[config.mk]
export PLATFORM = sky130hd
export DESIGN_NAME = bcm_ctrl
export DESIGN_NICKNAME = d
export VERILOG_FILES = /design/src/bcm_pkg.sv /design/src/bcm_ctrl.sv
export SDC_FILE = /design/constraint.sdc
export NUM_CORES = 1
export LEC_CHECK = 0
export BUFFER_PORTS_ARGS = -buffer_cell sky130_fd_sc_hd__clkbuf_2
export CAP_MARGIN = 20
export CORE_MARGIN = 4
export CORE_UTILIZATION = 35
export CTS_BUF_LIST = sky130_fd_sc_hd__clkbuf_4 sky130_fd_sc_hd__clkbuf_8 sky130_fd_sc_hd__clkbuf_16
export CTS_CLUSTER_SIZE = 10
export DETAILED_ROUTE_END_ITERATION = 8
export GPL_ROUTABILITY_DRIVEN = 0
export SLEW_MARGIN = 5
export SYNTH_ARGS = -nofsm -noshare
export SYNTH_HDL_FRONTEND = slang
export SYNTH_SLANG_ARGS = --single-unit
[constraint.sdc]
create_clock -name i_clk -period 1.3 [get_ports i_clk]
set_clock_uncertainty 0.2 [all_clocks]
set_input_delay 0.26 -clock i_clk [delete_from_list [all_inputs] [get_ports i_clk]]
set_output_delay 0.26 -clock i_clk [all_outputs]
set_load 0.03 [all_outputs]
[src/bcm_pkg.sv]
// ----------------------------------------------------------------------------
// bcm_pkg
// types, codes and constants of the bit cursor memory core
// ----------------------------------------------------------------------------
package bcm_pkg;

    localparam int MEM_BYTES = 65536;
    localparam int AW = (MEM_BYTES > 1) ? $clog2(MEM_BYTES) : 1;

    localparam logic [4:0] F_WRBYTE   = 5'd0;
    localparam logic [4:0] F_WRWORD   = 5'd1;
    localparam logic [4:0] F_QBYTE    = 5'd2;
    localparam logic [4:0] F_QWORD    = 5'd3;
    localparam logic [4:0] F_RDBYTE   = 5'd4;
    localparam logic [4:0] F_RDWORD   = 5'd5;
    localparam logic [4:0] F_RDWORDBE = 5'd6;
    localparam logic [4:0] F_SETCUR   = 5'd7;
    localparam logic [4:0] F_RDBITS   = 5'd8;
    localparam logic [4:0] F_ADVANCE  = 5'd9;
    localparam logic [4:0] F_AND      = 5'd10;
    localparam logic [4:0] F_OR       = 5'd11;
    localparam logic [4:0] F_XOR      = 5'd12;
    localparam logic [4:0] F_NOT      = 5'd13;
    localparam logic [4:0] F_INC      = 5'd14;
    localparam logic [4:0] F_DEC      = 5'd15;
    localparam logic [4:0] F_SHR      = 5'd16;
    localparam logic [4:0] F_SHL      = 5'd17;
    localparam logic [4:0] F_TEST     = 5'd18;

    typedef struct packed {
        logic [4:0]  func;
        logic        wide;
        logic        use_position;
        logic [15:0] address;
        logic [2:0]  bit_position;
        logic [4:0]  field_length;
        logic [15:0] operand;
        logic [4:0]  shift_count;
        logic        flow_left;
    } t_in_item;

    typedef struct packed {
        logic [15:0] read_data;
        logic [15:0] cursor_index;
    } t_out_item;

    typedef enum logic [3:0] {
        S_IDLE,
        S_CLEAR,
        S_DECODE,
        S_RD_ISSUE,
        S_RD_WAIT,
        S_BIT_ISSUE,
        S_BIT_WAIT,
        S_MODIFY,
        S_WR,
        S_DONE
    } t_state;

    // command from controller to datapath
    typedef struct packed {
        logic load;      // latch the accepted item, apply use_position
        logic clr_wr;    // write zero at clear pointer, advance it
        logic rd_req;    // read byte at access pointer or cursor
        logic rd_take;   // capture read byte into data word
        logic bit_take;  // take one bit from the cursor byte
        logic modify;    // compute rmw value
        logic wr_req;    // write byte at access pointer
        logic finish;    // form the result
    } t_cmd;

    // status from datapath to controller
    typedef struct packed {
        logic clr_last;
        logic need_rd;   // more bytes to read
        logic need_wr;   // more bytes to write
        logic is_bits;
        logic bits_left;
        logic is_rmw;
        logic is_write;
    } t_sts;

endpackage

[src/bcm_ctrl.sv]
// ----------------------------------------------------------------------------
// bcm_ctrl
// sequencer for the bit cursor memory core
// ----------------------------------------------------------------------------
module bcm_ctrl
    import bcm_pkg::*;
(
    input  logic i_clk,
    input  logic i_rst_n,
    input  logic i_start,
    input  t_sts i_sts,
    output t_cmd o_cmd,
    output logic o_busy,
    output logic o_strobe
);

    t_state r_state, n_state;

    always_ff @(posedge i_clk) begin
        if (!i_rst_n) begin
            r_state <= S_CLEAR;
        end else begin
            r_state <= n_state;
        end
    end

    always_comb begin
        n_state = r_state;
        unique case (r_state)
            S_CLEAR:     if (i_sts.clr_last) n_state = S_IDLE;
            S_IDLE:      if (i_start) n_state = S_DECODE;
            S_DECODE: begin
                priority if (i_sts.is_bits) n_state = i_sts.bits_left ? S_BIT_ISSUE : S_DONE;
                else if (i_sts.need_rd) n_state = S_RD_ISSUE;
                else if (i_sts.is_write) n_state = S_WR;
                else n_state = S_DONE;
            end
            S_RD_ISSUE:  n_state = S_RD_WAIT;
            S_RD_WAIT: begin
                priority if (i_sts.need_rd) n_state = S_RD_ISSUE;
                else if (i_sts.is_rmw) n_state = S_MODIFY;
                else n_state = S_DONE;
            end
            S_BIT_ISSUE: n_state = S_BIT_WAIT;
            S_BIT_WAIT:  n_state = i_sts.bits_left ? S_BIT_ISSUE : S_DONE;
            S_MODIFY:    n_state = i_sts.need_wr ? S_WR : S_DONE;
            S_WR:        n_state = i_sts.need_wr ? S_WR : S_DONE;
            S_DONE:      n_state = S_IDLE;
            default:     n_state = S_IDLE;
        endcase
    end

    always_comb begin
        o_cmd    = '0;
        o_busy   = 1'b1;
        o_strobe = 1'b0;
        unique case (r_state)
            S_IDLE: begin
                o_busy = 1'b0;
                o_cmd.load = i_start;
            end
            S_CLEAR:     o_cmd.clr_wr = 1'b1;
            S_RD_ISSUE:  o_cmd.rd_req = 1'b1;
            S_RD_WAIT:   o_cmd.rd_take = 1'b1;
            S_BIT_ISSUE: o_cmd.rd_req = 1'b1;
            S_BIT_WAIT:  o_cmd.bit_take = 1'b1;
            S_MODIFY:    o_cmd.modify = 1'b1;
            // entered only with a byte left to write
            S_WR:        o_cmd.wr_req = 1'b1;
            S_DONE: begin
                o_cmd.finish = 1'b1;
                o_strobe = 1'b1;
            end
            default: ;
        endcase
    end

endmodule

Yosys cells after proc, flatten, opt, wreduce, memory -nomap -nowiden

Index checks and enable logic that the tools add are counted.

Bits in registers: 4
Input bits: 10
Output and inout port bits: 10
Word-level logic and storage cells: 35

Eq/ne operators: 11
Multiplexer cells: 19
Reduce and logical (&&, ||, !) cells: 4

Operators with widths:

| kind                                                 | count |
|---|---|
| case mux 4 bit (8 select lines)                      | 1 |
| 2-to-1 mux 4 bit                                     | 7 |
| equality test 4 x 3 -> 1 bit (second input constant) | 4 |
| 2-to-1 mux 1 bit                                     | 11 |
| equality test 4 x 2 -> 1 bit (second input constant) | 2 |
| equality test 4 bit (second input constant)          | 2 |
| equality test 4 x 1 -> 1 bit (second input constant) | 1 |
| zero test 4 bit                                      | 1 |
| inequality test 2 bit (second input constant)        | 2 |
| OR reduction 2 bit                                   | 2 |
| AND reduction 2 bit                                  | 1 |

Longest topological paths before layout

Word-level depth: 4
Depth in mapped cells: 4

Least setup slack after synthesis

No wires, ideal clock.

Path kind: register to register
From: register r_state[1]
To: register r_state[0]
Data arrival time: 1.898 ns
Data required time: 1.036 ns
Slack: -0.862 ns
Stages on the path, launching flop included: 3
Buffers on the path: 0
Clock period less this slack: 2.162 ns
Path through: dfxtp_1 > nor4b_1 > a221o_1

Cells in the longest elaborated chain, start to end: 3
Elaborated cells between the ends (all ways): 14
Classes of those cells: eq/ne: 10; mux: 1; reduce/logical: 3

Ends and longest elaborated chain:

| what                                                                         | RTL line       | source |
|---|---|---|
| start, declared                                                              | bcm_ctrl.sv:17 | `t_state r_state, n_state;` |
| start signal, assigned                                                       | bcm_ctrl.sv:23 | `r_state <= n_state;` |
| equality test 4 bit (tied with other cells)                                  | bcm_ctrl.sv:29 | `unique case (r_state)` |
| OR reduction 2 bit (no source line) or inequality test 2 bit (tied branches) | --             |  |
| case mux 4 bit (8 select lines) or AND reduction 2 bit (tied branches)       | --             |  |

Several ways; a longest one is shown, not always the timed one.
A chain may end at the register's enable or synchronous reset.

==> results.py <==
metrics = {
    "worst_setup_path": {
        "arrival_ns": 1.27,
        "critPathBufInv": 2,
        "r2r_start": "r_state[1]",
        "critPathTopFamily": "flip-flops",
        "critical_path_class": "reg -> out",
        "critPathLaunchType": "flip-flop",
        "crit_chain": "buf_6 -> nor4b_4 -> clkbuf_8",
        "crit_cells": 3,
        "slowest_stage": "dfxtp_4",
        "crit_fanout": 7,
        "r2r_end": "r_state[3]",
        "reg2reg_depth": 4,
        "r2r_slack_ns": -0.31,
        "critPathCaptureType": "primary output",
        "critical_path_required_ns": 0.84,
        "endpoint": "o_cmd[1]",
        "startpoint": "r_state[2]",
        "slowest_delay_ns": 0.37,
    },
    "drt": {
        "routedWlPerCell_um": 18.83,
        "drtPass1Iterations": 4,
        "vias_per_cell": 5.586,
        "drc": 0,
        "drt_wl_total_mm": 2.184,
        "vias": 648,
        "ant_nets": 0,
        "drt_iter0_markers": 17,
    },
    "finish": {
        "area_growth_pct": 124.7,
        "regMostFlops": "r_state",
        "reg_top3": "r_state (4)",
        "drive_gt1_frac": 0.7941,
        "nNetsFinal": 113,
        "final_util": 0.8840,
        "layout_commonest_cell": "buf_4",
        "largest_reg_flops": 4,
        "postLayoutCellArea_mm2": 0.001049,
        "antenna_cells": 0,
        "layout_common_cells": "23 x buf_4, 9 x clkbuf_2, 8 x clkbuf_8, 5 x buf_6",
    },
    "clock_network": {
        "cts_tree": "built",
        "clockBufferDepth": 2,
        "clk_pin_slew_ns": 0.06,
        "clkLatencyLatePin_ns": 0.26,
        "clock_sinks": 4,
        "hold_buffers": 0,
        "cts_max_level": 1,
        "root_buffer": "clkbuf_4",
        "cts_buffers": 3,
    },
    "power": {
        "p_switching_mw": 0.2143,
        "power_frac_clock": 0.328,
        "p_comb_frac": 0.447,
        "p_int_mw": 0.4154,
        "leakage_nw": 0.4501,
        "ir_drop_mv": 0.5876,
        "p_sw_frac": 0.3403,
        "power_mw": 0.6297,
        "p_per_area_mw_per_mm2": 600.5,
        "pwr-share-seq": 0.225,
    },
    "global_routing": {
        "grt_util_met1": 0.2417,
        "grt_max_degree": 10,
        "grt_pass1_vias": 661,
        "grt_overflow": 0,
        "met3_usage": 0.06098,
        "grt_pass1_wl_mm": 3.001,
        "antenna_found_initial": 0,
        "grt_use_total": 0.2094,
        "met2_usage": 0.3696,
        "grt_busiest_layer": "met2",
    },
    "sta": {
        "finalCritPeriodShare": 1.332,
        "finalSetupViolations": 14,
        "layout_setup_ws_ns": -0.4315,
        "worstMarginPinSlew_ns": 0.3244,
        "rsz0062_at_grt": "yes",
        "hold_viol": 0,
        "relSlewSlack": 0.7828,
        "slew_violations": 0,
        "min_period_ns": 1.732,
        "timing.fmax_ghz": 0.5775,
    },
    "yosys": {
        "avgSynthCellArea_um2": 8.334,
        "ys_ff_latch": 4,
        "synth_nets": 66,
        "synth_edf_count": 0,
        "syn_area_um2": 466.7,
        "yosysSeqAreaShare": 0.1716,
        "synthCells": 56,
        "synth_cell_type_count": 33,
        "async_flop_share": 0,
        "synth_flop_cell": "dfxtp_1",
        "ys_warn_count": 0,
    },
    "placed_design": {
        "dpl-instance-area_um2": 696.9,
        "dp_hpwl_mm": 1.073,
        "pre_cts_slack_ns": -0.2645,
        "port-buffer-count": 19,
    },
    "run_status": {
        "outcome": "finished, violations left",
        "violations": "negative setup slack",
    },
    "floorplan": {
        "rows": 12,
        "coreArea_mm2": 0.001186,
        "io-pin-count": 20,
        "die_area_mm2": 0.001982,
        "start_util": 0.3935,
        "fp.dieW_um": 44.52,
        "die_h_um": 44.52,
    },
    "worst_hold_path": {
        "holdCritPathClass": "in -> reg",
        "holdPathStages": 3,
    },
    "run": {
        "drv_cap": 0,
    },
}
## cells by family after synthesis
group | synth area share
and+or+nand+nor | 0.4424
DFF | 0.1716
buffers and inverters | 0.1233
muxes | 0.02145
xor gates and xnor gates | 0.01877
AOI/OAI and AO/OA | 0.2225
## cell usage after synthesis (2+ instances only)
| cell type | instances | area, um^2 |
|---|---|---|
| nor2_1 | 5 | 18.77 |
| dfxtp_1 | 4 | 80.08 |
| nor3_1 | 4 | 20.02 |
| and3_1 | 3 | 18.77 |
| buf_6 | 3 | 33.78 |
| inv_1 | 3 | 11.26 |
| nand2_1 | 3 | 11.26 |
| a21oi_1 | 2 | 10.01 |
| nand2b_1 | 2 | 12.51 |
| nand3b_1 | 2 | 15.01 |
| nor4b_2 | 2 | 30.03 |
| o31a_1 | 2 | 17.52 |
## layout make-up
cell class,instances,area [um^2]
multi-input cells,44,480.5
well taps,14,17.52
repair buffers,47,414.1
clock buffers,4,30.03
inverters,3,11.26
fillers,55,137.6
flip-flops and latches,4,95.09
## stage by stage
step	hold slack, ns	instances	setup TNS (ns)
2_1_floorplan	0.1805	56	-2.270
4_1_cts	0.08688	112	-4.135
5_1_grt	0.07414	116	-5.448
6_report	0.08127	116	-4.792
3_5_place_dp	0.3323	97	-2.695
3_3_place_gp	0.3361	97	-2.543
## routing by layer
layer,routed length (um),up-vias
met5,0,-
met4,89,0
met3,105,8
met2,1093,27
met1,895,309
li1,-,304
## how the worst min path moves through the flow
| stage | startpoint | endpoint | slack [ns] |
|---|---|---|---|
| 2_1_floorplan | i_rst_n | r_state[2] | 0.18 |
| 3_3_place_gp | i_rst_n | r_state[2] | 0.34 |
| 3_5_place_dp | i_rst_n | r_state[2] | 0.33 |
| 4_1_cts | i_rst_n | r_state[1] | 0.09 |
| 5_1_grt | i_rst_n | r_state[1] | 0.07 |
| 6_report | i_rst_n | r_state[1] | 0.08 |
## worst register-to-register path, stage by stage (launching register included)
cell	delay, ns
dfxtp_4	0.40
buf_6	0.14
or4_4	0.52
a21oi_2	0.14
o31a_1	0.12
## repair_timing
action / 4_1_cts / 5_1_grt
resized for setup: 41 / 11
setup buffers: 11 / 4
endpoints found under the setup margin: 14 / 14
gates cloned: 0 / 0
hold endpoints to repair: 0 / 0
pin swaps: 5 / 6
## power by group through the flow
stage / logic [mW] / clock network, mW / registers [mW]
floorplan: 0.112 / 0 / 0.139
global placement: 0.150 / 0 / 0.151
detailed placement: 0.151 / 0 / 0.152
CTS: 0.241 / 0.200 / 0.140
global route: 0.296 / 0.224 / 0.143
finish: 0.281 / 0.207 / 0.141
No activity file was read; power rests on OpenSTA's default activity.
